==> src/design/rtir_pkg.sv <==
// rtir_pkg: shared constants for the raster timing and interrupt register file
// action codes, special register addresses and frame geometry
// no dependencies
`timescale 1ns / 1ps
`default_nettype none
package rtir_pkg;

    localparam int ACTION_W = 2;
    localparam int ADDR_W   = 6;
    localparam int DATA_W   = 8;
    localparam int LINE_W   = 9;

    // action codes
    localparam logic [ACTION_W-1:0] ACT_TICK  = 2'd0;
    localparam logic [ACTION_W-1:0] ACT_READ  = 2'd1;
    localparam logic [ACTION_W-1:0] ACT_WRITE = 2'd2;

    // special register addresses
    localparam logic [ADDR_W-1:0] REG_CTRL       = 6'h11;
    localparam logic [ADDR_W-1:0] REG_RASTER     = 6'h12;
    localparam logic [ADDR_W-1:0] REG_PENDING    = 6'h19;
    localparam logic [ADDR_W-1:0] REG_ENABLE     = 6'h1A;
    localparam logic [ADDR_W-1:0] REG_BORDER     = 6'h20;
    localparam logic [ADDR_W-1:0] REG_BACKGROUND = 6'h21;

    // bit masks
    localparam logic [DATA_W-1:0] PEND_RASTER = 8'h01;
    localparam logic [DATA_W-1:0] PEND_IRQ    = 8'h80;
    localparam logic [DATA_W-1:0] COLOUR_MASK = 8'h0F;
    localparam logic [DATA_W-1:0] LOW7_MASK   = 8'h7F;
    localparam logic [DATA_W-1:0] UNMAPPED    = 8'hFF;

    // frame geometry and register file defaults
    localparam int CYCLES_PER_LINE_DEF = 63;
    localparam int REGISTER_COUNT_DEF  = 47;
    localparam logic [LINE_W-1:0] LINES_PER_FRAME = 9'd312;
    localparam logic [LINE_W-1:0] VISIBLE_LINES   = 9'd200;

endpackage
`default_nettype wire

==> src/design/raster_timing_irq_regfile.sv <==
// raster_timing_irq_regfile: register file with cycle and raster line counters
// and a raster compare interrupt; depends on rtir_pkg
`timescale 1ns / 1ps
`default_nettype none
// One transfer in, one transfer out: every accepted item (tick, register read
// or register write) yields exactly one result in the next cycle, held in an
// output register until taken. A new item is accepted in every cycle in which
// the output register is empty or being emptied, so the block sustains one
// item per clock; the single output stage is what sets that figure. A tick
// steps the cycle counter; at the end of a line it raises render_line for
// visible lines, steps the raster line (frame_done on the wrap to zero) and
// compares the new line with {ctrl bit 7, raster compare byte}. A match sets
// pending bit 0 and, if pending AND enable is nonzero, pending bit 7 together
// with irq_request. Reads of the control and raster addresses return the live
// line; addresses at or above the register count read 0xFF and ignore writes.
// There is no clearing pass: ordinary registers carry one valid bit each, so
// the file reads as all zero straight after reset.
module raster_timing_irq_regfile #(
    parameter int CYCLES_PER_LINE = rtir_pkg::CYCLES_PER_LINE_DEF,
    parameter int REGISTER_COUNT  = rtir_pkg::REGISTER_COUNT_DEF
) (
    input  wire logic                          clk,
    input  wire logic                          rst_n,
    // input channel
    input  wire logic                          in_valid,
    output logic                               in_ready,
    input  wire logic [rtir_pkg::ACTION_W-1:0] action,
    input  wire logic [rtir_pkg::ADDR_W-1:0]   address,
    input  wire logic [rtir_pkg::DATA_W-1:0]   write_data,
    // output channel
    output logic                               out_valid,
    input  wire logic                          out_ready,
    output logic [rtir_pkg::DATA_W-1:0]        read_data,
    output logic                               irq_request,
    output logic                               render_line,
    output logic                               frame_done,
    output logic [rtir_pkg::LINE_W-1:0]        current_line
);
    import rtir_pkg::*;

    localparam int CYC_W = $clog2(CYCLES_PER_LINE);
    localparam int MEM_W = $clog2(REGISTER_COUNT);
    localparam logic [CYC_W-1:0] CYC_LAST = CYC_W'(CYCLES_PER_LINE - 1);
    localparam logic [ADDR_W:0]  REG_LIMIT = (ADDR_W + 1)'(REGISTER_COUNT);

    // counters and dedicated registers
    logic [CYC_W-1:0]  cycle_reg, cycle_next;
    logic [LINE_W-1:0] line_reg, line_next;
    logic [DATA_W-1:0] ctrl_reg, ctrl_next;
    logic [DATA_W-1:0] cmp_reg, cmp_next;
    logic [DATA_W-1:0] pend_reg, pend_next;
    logic [DATA_W-1:0] enable_reg, enable_next;

    // ordinary register storage, one valid bit per entry
    logic [DATA_W-1:0]         mem [REGISTER_COUNT];
    logic [REGISTER_COUNT-1:0] mem_valid_reg;
    logic [DATA_W-1:0]         mem_rd_reg;

    // output stage
    logic              out_valid_reg;
    logic              use_mem_reg, use_mem_next;
    logic              mem_hit_reg;
    logic [DATA_W-1:0] rd_reg, rd_next;
    logic              irq_reg, irq_next;
    logic              render_reg, render_next;
    logic              frame_reg, frame_next;

    logic              accept;
    logic              in_range;
    logic              special;
    logic              mem_we;
    logic [MEM_W-1:0]  mem_idx;
    logic [DATA_W-1:0] mem_wdata;
    logic              line_end;
    logic              wrap;
    logic [DATA_W-1:0] pend_set;

    // the output register parts the two sides
    assign in_ready = !out_valid_reg || out_ready;
    assign accept   = in_valid && in_ready;

    assign in_range = {1'b0, address} < REG_LIMIT;
    assign special  = (address == REG_CTRL) || (address == REG_RASTER)
                   || (address == REG_PENDING) || (address == REG_ENABLE);
    assign mem_idx  = address[MEM_W-1:0];

    // colour registers keep four bits only
    assign mem_wdata = ((address == REG_BORDER) || (address == REG_BACKGROUND))
                     ? (write_data & COLOUR_MASK) : write_data;
    assign mem_we    = accept && (action == ACT_WRITE) && in_range && !special;

    assign line_end = (cycle_reg == CYC_LAST);
    assign wrap     = (line_reg == LINES_PER_FRAME - 9'd1);
    assign pend_set = pend_reg | PEND_RASTER;

    always_comb
    begin
        cycle_next   = cycle_reg;
        line_next    = line_reg;
        ctrl_next    = ctrl_reg;
        cmp_next     = cmp_reg;
        pend_next    = pend_reg;
        enable_next  = enable_reg;
        use_mem_next = 1'b0;
        rd_next      = '0;
        irq_next     = 1'b0;
        render_next  = 1'b0;
        frame_next   = 1'b0;
        unique case (action)
            ACT_TICK:
            begin
                if (line_end)
                begin
                    cycle_next  = '0;
                    render_next = (line_reg < VISIBLE_LINES);
                    frame_next  = wrap;
                    line_next   = wrap ? '0 : line_reg + 9'd1;
                    // compare on the new line only
                    if (line_next == {ctrl_reg[7], cmp_reg})
                    begin
                        pend_next = pend_set;
                        if ((pend_set & enable_reg) != '0)
                        begin
                            pend_next = pend_set | PEND_IRQ;
                            irq_next  = 1'b1;
                        end
                    end
                end
                else
                begin
                    cycle_next = cycle_reg + CYC_W'(1);
                end
            end
            ACT_READ:
            begin
                priority if (!in_range)
                    rd_next = UNMAPPED;
                else if (address == REG_CTRL)
                    rd_next = (ctrl_reg & LOW7_MASK) | {line_reg[8], 7'd0};
                else if (address == REG_RASTER)
                    rd_next = line_reg[DATA_W-1:0];
                else if (address == REG_PENDING)
                    rd_next = pend_reg;
                else if (address == REG_ENABLE)
                    rd_next = enable_reg;
                else
                    use_mem_next = 1'b1;
            end
            ACT_WRITE:
            begin
                if (in_range)
                begin
                    unique case (address)
                        REG_CTRL:    ctrl_next   = write_data;
                        REG_RASTER:  cmp_next    = write_data;
                        REG_PENDING: pend_next   = pend_reg & ~write_data;
                        REG_ENABLE:  enable_next = write_data;
                        default:     ;
                    endcase
                end
            end
            default: ;
        endcase
    end

    // control and dedicated state
    always_ff @(posedge clk or negedge rst_n)
    begin
        if (!rst_n)
        begin
            cycle_reg     <= '0;
            line_reg      <= '0;
            ctrl_reg      <= '0;
            cmp_reg       <= '0;
            pend_reg      <= '0;
            enable_reg    <= '0;
            mem_valid_reg <= '0;
            out_valid_reg <= 1'b0;
        end
        else
        begin
            if (accept)
            begin
                cycle_reg  <= cycle_next;
                line_reg   <= line_next;
                ctrl_reg   <= ctrl_next;
                cmp_reg    <= cmp_next;
                pend_reg   <= pend_next;
                enable_reg <= enable_next;
            end
            if (mem_we)
                mem_valid_reg[mem_idx] <= 1'b1;
            if (accept)
                out_valid_reg <= 1'b1;
            else if (out_ready)
                out_valid_reg <= 1'b0;
        end
    end

    // register storage: one write port, one registered read port
    always_ff @(posedge clk)
    begin
        if (mem_we)
            mem[mem_idx] <= mem_wdata;
        if (accept && in_range)
            mem_rd_reg <= mem[mem_idx];
    end

    // result payload
    always_ff @(posedge clk)
    begin
        if (accept)
        begin
            use_mem_reg <= use_mem_next;
            mem_hit_reg <= in_range && mem_valid_reg[mem_idx];
            rd_reg      <= rd_next;
            irq_reg     <= irq_next;
            render_reg  <= render_next;
            frame_reg   <= frame_next;
        end
    end

    assign out_valid    = out_valid_reg;
    assign read_data    = use_mem_reg ? (mem_hit_reg ? mem_rd_reg : '0) : rd_reg;
    assign irq_request  = irq_reg;
    assign render_line  = render_reg;
    assign frame_done   = frame_reg;
    // line only moves on an accept, which also reloads the output stage
    assign current_line = line_reg;

    // cycle counter never reaches the line length
    a_cycle_range: assert property (@(posedge clk) disable iff (!rst_n)
        cycle_reg <= CYC_LAST)
        else $error("cycle counter out of range");

    // a raised interrupt leaves both pending bits set
    a_irq_pending: assert property (@(posedge clk) disable iff (!rst_n)
        out_valid && irq_request |-> pend_reg[0] && pend_reg[7])
        else $error("interrupt without pending bits");

    // a frame wrap reports line zero
    a_frame_line: assert property (@(posedge clk) disable iff (!rst_n)
        out_valid && frame_done |-> current_line == '0)
        else $error("frame done on a nonzero line");

    // line counter stays inside the frame
    a_line_range: assert property (@(posedge clk) disable iff (!rst_n)
        line_reg < LINES_PER_FRAME)
        else $error("raster line out of range");

endmodule
`default_nettype wire

==> config.mk <==
export PLATFORM = sky130hd
export DESIGN_NAME = raster_timing_irq_regfile
export DESIGN_NICKNAME = d
export VERILOG_FILES = /design/src/design/rtir_pkg.sv /design/src/design/raster_timing_irq_regfile.sv
export SDC_FILE = /design/constraint.sdc
export NUM_CORES = 1
export LEC_CHECK = 0
export BUFFER_PORTS_ARGS = -buffer_cell sky130_fd_sc_hd__buf_2
export CORE_UTILIZATION = 67
export CTS_CLUSTER_DIAMETER = 30
export DETAILED_ROUTE_END_ITERATION = 10
export GPL_ROUTABILITY_DRIVEN = 0
export PLACE_DENSITY_LB_ADDON = 0.08
export SLEW_MARGIN = 10
export SYNTH_ARGS = -nofsm -noshare
export SYNTH_HDL_FRONTEND = slang
export SYNTH_SLANG_ARGS = --single-unit
==> constraint.sdc <==
create_clock -name clk -period 5 [get_ports clk]
set_input_delay 0.75 -clock clk [delete_from_list [all_inputs] [get_ports clk]]
set_output_delay 0.75 -clock clk [all_outputs]
set_load 0.02 [all_outputs]
# --- Word level (Yosys, flattened, before mapping) ---
# Memory sizes are Yosys's and may differ from the RTL's. A register that Yosys moved wholly into a read port is not among the register bits.
# Index checks and enable logic that the tools add are counted.
totals:
  reg_bits: 108
  memories: 1
  out_inout_bits: 22
  ramBits: 376
mem_list:
  columns: ["name", "words", "word_bits", "read_ports", "rd_clocked_by_memory_dff", "write_ports", "line", "text"]
  rows:
  - ["mem", 47, 8, 1, 1, 1, "raster_timing_irq_regfile.sv:55", "logic [DATA_W-1:0] mem [REGISTER_COUNT];"]
classes:
  mux: 26
  bitwise: 8
  order_cmp: 4
  reduce_logical: 29
  n_eq_ne: 16
  n_addsub: 2
op_table:
  columns: ["op", "count"]
  rows:
  - ["$mux 8", 13]
  - ["$or 47x47->47", 1]
  - ["$eq 6x5->1 const B", 4]
  - ["$eq 6x6->1 const B", 3]
  - ["$and 8x8->8", 2]
  - ["$pmux 8 s2", 1]
  - ["$reduce_and 4->1", 3]
  - ["$add 9x1->9 const B", 1]
  - ["$eq 9x9->1", 1]
  - ["$eq 9x9->1 const B", 1]
  - ["$lt 9x8->1 const B", 1]
  - ["$mux 9", 1]
  - ["$mux 1", 8]
  - ["$ne 2x2->1 const B", 4]
  - ["$not 8->8", 1]
  - ["$or 7x8->8", 1]
  - ["$reduce_bool 8->1", 1]
  - ["$logic_and 1x1->1", 7]
  - ["$lt 6x7->1 const B", 1]
  - ["$reduce_and 7->1", 1]
  - ["$add 6x1->6 const B", 1]
  - ["$bmux 1 s6", 1]
  - ["$demux 1 s6", 1]
  - ["$ge 6x1->1 const B", 1]
  - ["15 further kinds", 25]

# --- Longest topological paths before layout ---
depth:
  depth_word: 8
  depth_mapped: 10
  depth_no_buf: 9

# --- Worst setup path before layout ---
# Ideal clock, no wire load.
synth_path:
  kind: "input port to flip-flop"
  from: "input address[1] in the netlist's numbering"
  to: "memory mem[0][4] (data pin)"
  cell_stages: 5
  setup_ns: 0.432
  arrival_ns: 2.887
  required_time_ns: 4.568
  path_buffers: 3
  path_slack_ns: 1.681
  path_cell_list: "clkbuf_1 buf_2 buf_1 nor4_1 nor2b_1"
synth_via:
  elab_chain_len: 3
synth_lines:
  columns: ["item", "line", "text"]
  rows:
  - ["start: declaration", "raster_timing_irq_regfile.sv:28", "input wire logic [rtir_pkg::ADDR_W-1:0] address,"]
  - ["$eq 6x6->1", "raster_timing_irq_regfile.sv:88", "assign mem_wdata = ((address == REG_BORDER) || (address == REG_BACKGROUND))"]
  - ["$logic_or 1x1->1 *", "raster_timing_irq_regfile.sv:88", null]
  - ["$mux 8 *", "raster_timing_irq_regfile.sv:89", "? (write_data & COLOUR_MASK) : write_data;"]
  - ["named net mem_wdata[4]", "raster_timing_irq_regfile.sv:73", "logic [DATA_W-1:0] mem_wdata;"]
  - ["end: declaration", "raster_timing_irq_regfile.sv:55", null]
# Mark *: on every way through the listed nets, which the timed path passes. The rest lies on a longest branch.

# --- Final worst setup path ---
layout_path:
  from: "input address[0] in the netlist's numbering"
  to: "memory mem[40][3], enable pin"
layout_via:
  elab_chain_len: 8
layout_lines:
  columns: ["item"]
  rows:
  - ["branches (longest 8 deep; another with $lt 6x6->1)"]
# Parallel ways; which one is timed is not known.

==> out/qor.json <==
{
  "power_and_ir_drop": {
    "total_leakage_power_uw": 0.008683,
    "irDropWorstVdd_v": 0.0004497,
    "fin_total_pwr_uw": 10870,
    "power_density_mw_per_mm2": 462.2
  },
  "setup_path": {
    "critPathLaunchType": "input port",
    "worst-endpoint-required_ps": 5210,
    "crit_slowest_cell": "sky130_fd_sc_hd__nor2_1",
    "cp_slowest_stage_delay_ps": 780,
    "arr_time_crit_path_ps": 3410,
    "critical_path_class": "in2reg",
    "critical_path_fanout_max": 52,
    "crit_path_start": "address[0]",
    "worst_r2r_src": "out_valid$_DFFE_PN0P_",
    "timing.critical_path.cells": "buf_6, a41o_1, nand2_1, and3_1, nand4b_1, nor2_1",
    "worstSetupEndpointType": "register"
  },
  "yosys": {
    "synthDominantAreaCellType": "sky130_fd_sc_hd__edfxtp_1",
    "mapped_cells": 1088,
    "synth-edff-count": 397,
    "synth_largest_type_area_fraction_pct": 59.70,
    "ys_seq_area_share_pct": 71.60,
    "synth_cell_types": 58,
    "netlist_top_cells_area": "sky130_fd_sc_hd__edfxtp_1, sky130_fd_sc_hd__mux4_2, sky130_fd_sc_hd__dfrtp_1, sky130_fd_sc_hd__mux2_2, sky130_fd_sc_hd__or2_2",
    "ffs_latches_synth": 492,
    "synth-main-ff-cell": "sky130_fd_sc_hd__edfxtp_1",
    "synth.cell_area_mm2": 0.01997,
    "async_flop_share_pct": 19.31,
    "syn-mean-instance-area_um2": 18.36,
    "ys_warn_count": 0,
    "post-synth-top-count-cell": "sky130_fd_sc_hd__edfxtp_1",
    "post_synth_most_frequent_cells": "sky130_fd_sc_hd__edfxtp_1, sky130_fd_sc_hd__mux4_2, sky130_fd_sc_hd__dfrtp_1"
  },
  "cells_and_area": {
    "areaGrowthSynthToFinish_pct": 17.76,
    "drive_above_1_share_pct": 32.12,
    "largest_register_ff_count": 376,
    "finalInstanceArea_mm2": 0.02352,
    "final_instance_count_excl_fillers": 1649,
    "finish.utilization_pct": 81.06,
    "fin_nets": 1217,
    "n_fill_cell": 1380
  },
  "die": {
    "top_level_ports": 42,
    "initial_core_utilization_pct": 68.83,
    "fp-row-count": 62,
    "die_height_um": 174.6,
    "floorplan.core_area_mm2": 0.02901,
    "dieArea_mm2": 0.03050,
    "die-width_um": 174.6
  },
  "cts": {
    "clkLatencyLatePin_ps": 610,
    "clk_root_buffer_cell": "sky130_fd_sc_hd__clkbuf_16",
    "cts-buffers-inserted": 84,
    "clk_pin_slew_worst_paths_ps": 50,
    "cts.path.max_buffers": 3,
    "postCtsResizedCells": 0,
    "post-cts-setup-buffer-count": 0,
    "cts.sink_count": 492,
    "tritoncts_clock_tree": "done",
    "hold_buffers": 0,
    "h-tree-depth": 3
  },
  "sta": {
    "min_period_over_period_pct": 64.06,
    "post-route-min-period_ps": 3203,
    "skew_ps": 36.32,
    "relative_max_transition_margin_pct": 16.74,
    "grt_setup_unrepaired": "false",
    "setup_violations": 0,
    "finalMaxSlewViolations": 0,
    "timing_worst_slew_pin_value_ps": 1246,
    "final-hold-violation-count": 0,
    "setup_tns_ps": 0,
    "achievable-frequency_mhz": 312.2
  },
  "placed_design": {
    "placed_cells_incl_taps": 1492,
    "hpwl_mm": 26.69,
    "portBuffers": 41,
    "postPlaceCellArea_mm2": 0.02062
  },
  "worst_hold_path": {
    "hold_path.class": "in2async"
  },
  "global_routing": {
    "globalRouteOverflowTotal": 0,
    "grt_pass1_wl_mm": 73.67,
    "grt_util_all_layers_pct": 33.60,
    "antenna_found_initial": 2,
    "grt_pass1_vias": 11330,
    "grt_max_degree": 70
  },
  "route": {
    "wire_per_inst_um": 29.33,
    "drt-initial-drc-count": 1503,
    "vias": 11150,
    "remaining_drc_errors": 0,
    "postRouteWirelength_mm": 48.36,
    "first_pass_iters": 8,
    "routed_via_density": 6.760,
    "ant_nets": 0
  },
  "flow_run": {
    "max_cap_violations": 0
  },
  "outcome": {
    "status": "finished clean"
  }
}
## critical path, delay by kind of cell
kind,cells,cell delay [ps]
compound gates,1,310
buf+inv,1,250
simple gates,4,2050
## layout by cell type (no fill, tap or decap), drive strengths merged, types with 2 or more instances in the layout
| cell type | synthesis | routed |
|---|---|---|
| xnor2 | 10 | 10 |
| and2 | 3 | 3 |
| and3 | 8 | 8 |
| nor4 | 3 | 3 |
| dfrtp | 95 | 95 |
| or3 | 7 | 7 |
| nor2 | 57 | 57 |
| nand2 | 56 | 56 |
| nand3b | 4 | 4 |
| clkinvlp | 0 | 6 |
| nand2b | 6 | 6 |
| a21boi | 7 | 7 |
| bufinv | 0 | 8 |
| o21ai | 45 | 45 |
| a22oi | 3 | 3 |
| xor2 | 5 | 5 |
| nor3b | 3 | 3 |
| mux4 | 126 | 126 |
| a222oi | 8 | 8 |
| ha | 3 | 3 |
| or2 | 46 | 46 |
| a21oi | 14 | 14 |
| clkbuf | 39 | 98 |
| nor2b | 9 | 9 |
| and2b | 2 | 2 |
| edfxtp | 397 | 397 |
| a221oi | 2 | 2 |
| mux2 | 25 | 25 |
| nor3 | 6 | 6 |
| nand3 | 10 | 10 |
| nand4 | 8 | 8 |
| mux2i | 19 | 19 |
| inv | 16 | 37 |
| clkinv | 0 | 23 |
| o31ai | 4 | 4 |
| buf | 25 | 53 |
| conb | 1 | 32 |
## logic make-up after synthesis
group	synth area share, %
compound gates	3.083
simple gates	6.059
xor+xnor	0.6578
other cells	0.01878
flops	71.60
buf+inv	1.823
fa+ha+maj	0.1880
mux	16.57
## layout make-up
class	instances	area (um^2)	area share, %
diodes	1	2.502	0.01064
clock inverters	58	691.9	2.942
repair buffers	53	319.1	1.357
clock buffers	98	2205	9.374
multi-input cells	547	5460	23.22
well taps	384	480.5	2.043
flip-flops and latches	492	14300	60.80
inverters	16	60.06	0.2554
## where the power goes
group          internal [uW]  switching [uW]  leakage [uW]
registers               4520            48.4       0.00491
clock network           3660            2160       0.00141
logic                    184             299       0.00236
total                   8360            2500       0.00868
## path summary, 6_finish.rpt
check | cells after the start | to | slack, ps
min in group clk | 0 | mem_valid_reg[17]$_DFFE_PN0P_ | 380
hold reg to reg | 0 | mem_valid_reg[17]$_DFFE_PN0P_ | 380
hold / removal | 1 | current_line[5]$_DFFE_PN0P_ | 220
setup / recovery | 6 | mem[40][3]$_DFFE_PP_ | 1800
max in group asynchronous | 2 | mem_valid_reg[22]$_DFFE_PN0P_ | 3650
setup reg to reg | 6 | mem[40][3]$_DFFE_PP_ | 1910
## per-layer routing
metal  vias to the layer above  track usage, %  routed length (um)
li1                       4514               -                   -
met3                        95           5.461                4242
met5                         -               0                  12
met1                      5795           48.68               18970
met2                       742           53.64               23810
met4                         2           10.76                1328
## per-stage QoR
stage,hold WS (ps),setup WS [ps]
detailed placement,362.5,1340
global route,292.6,1633
floorplan,423.9,1681
global placement,360.3,1443
finish,224.7,1797
CTS,257.2,1841
Power figures use the tool's default switching activity.
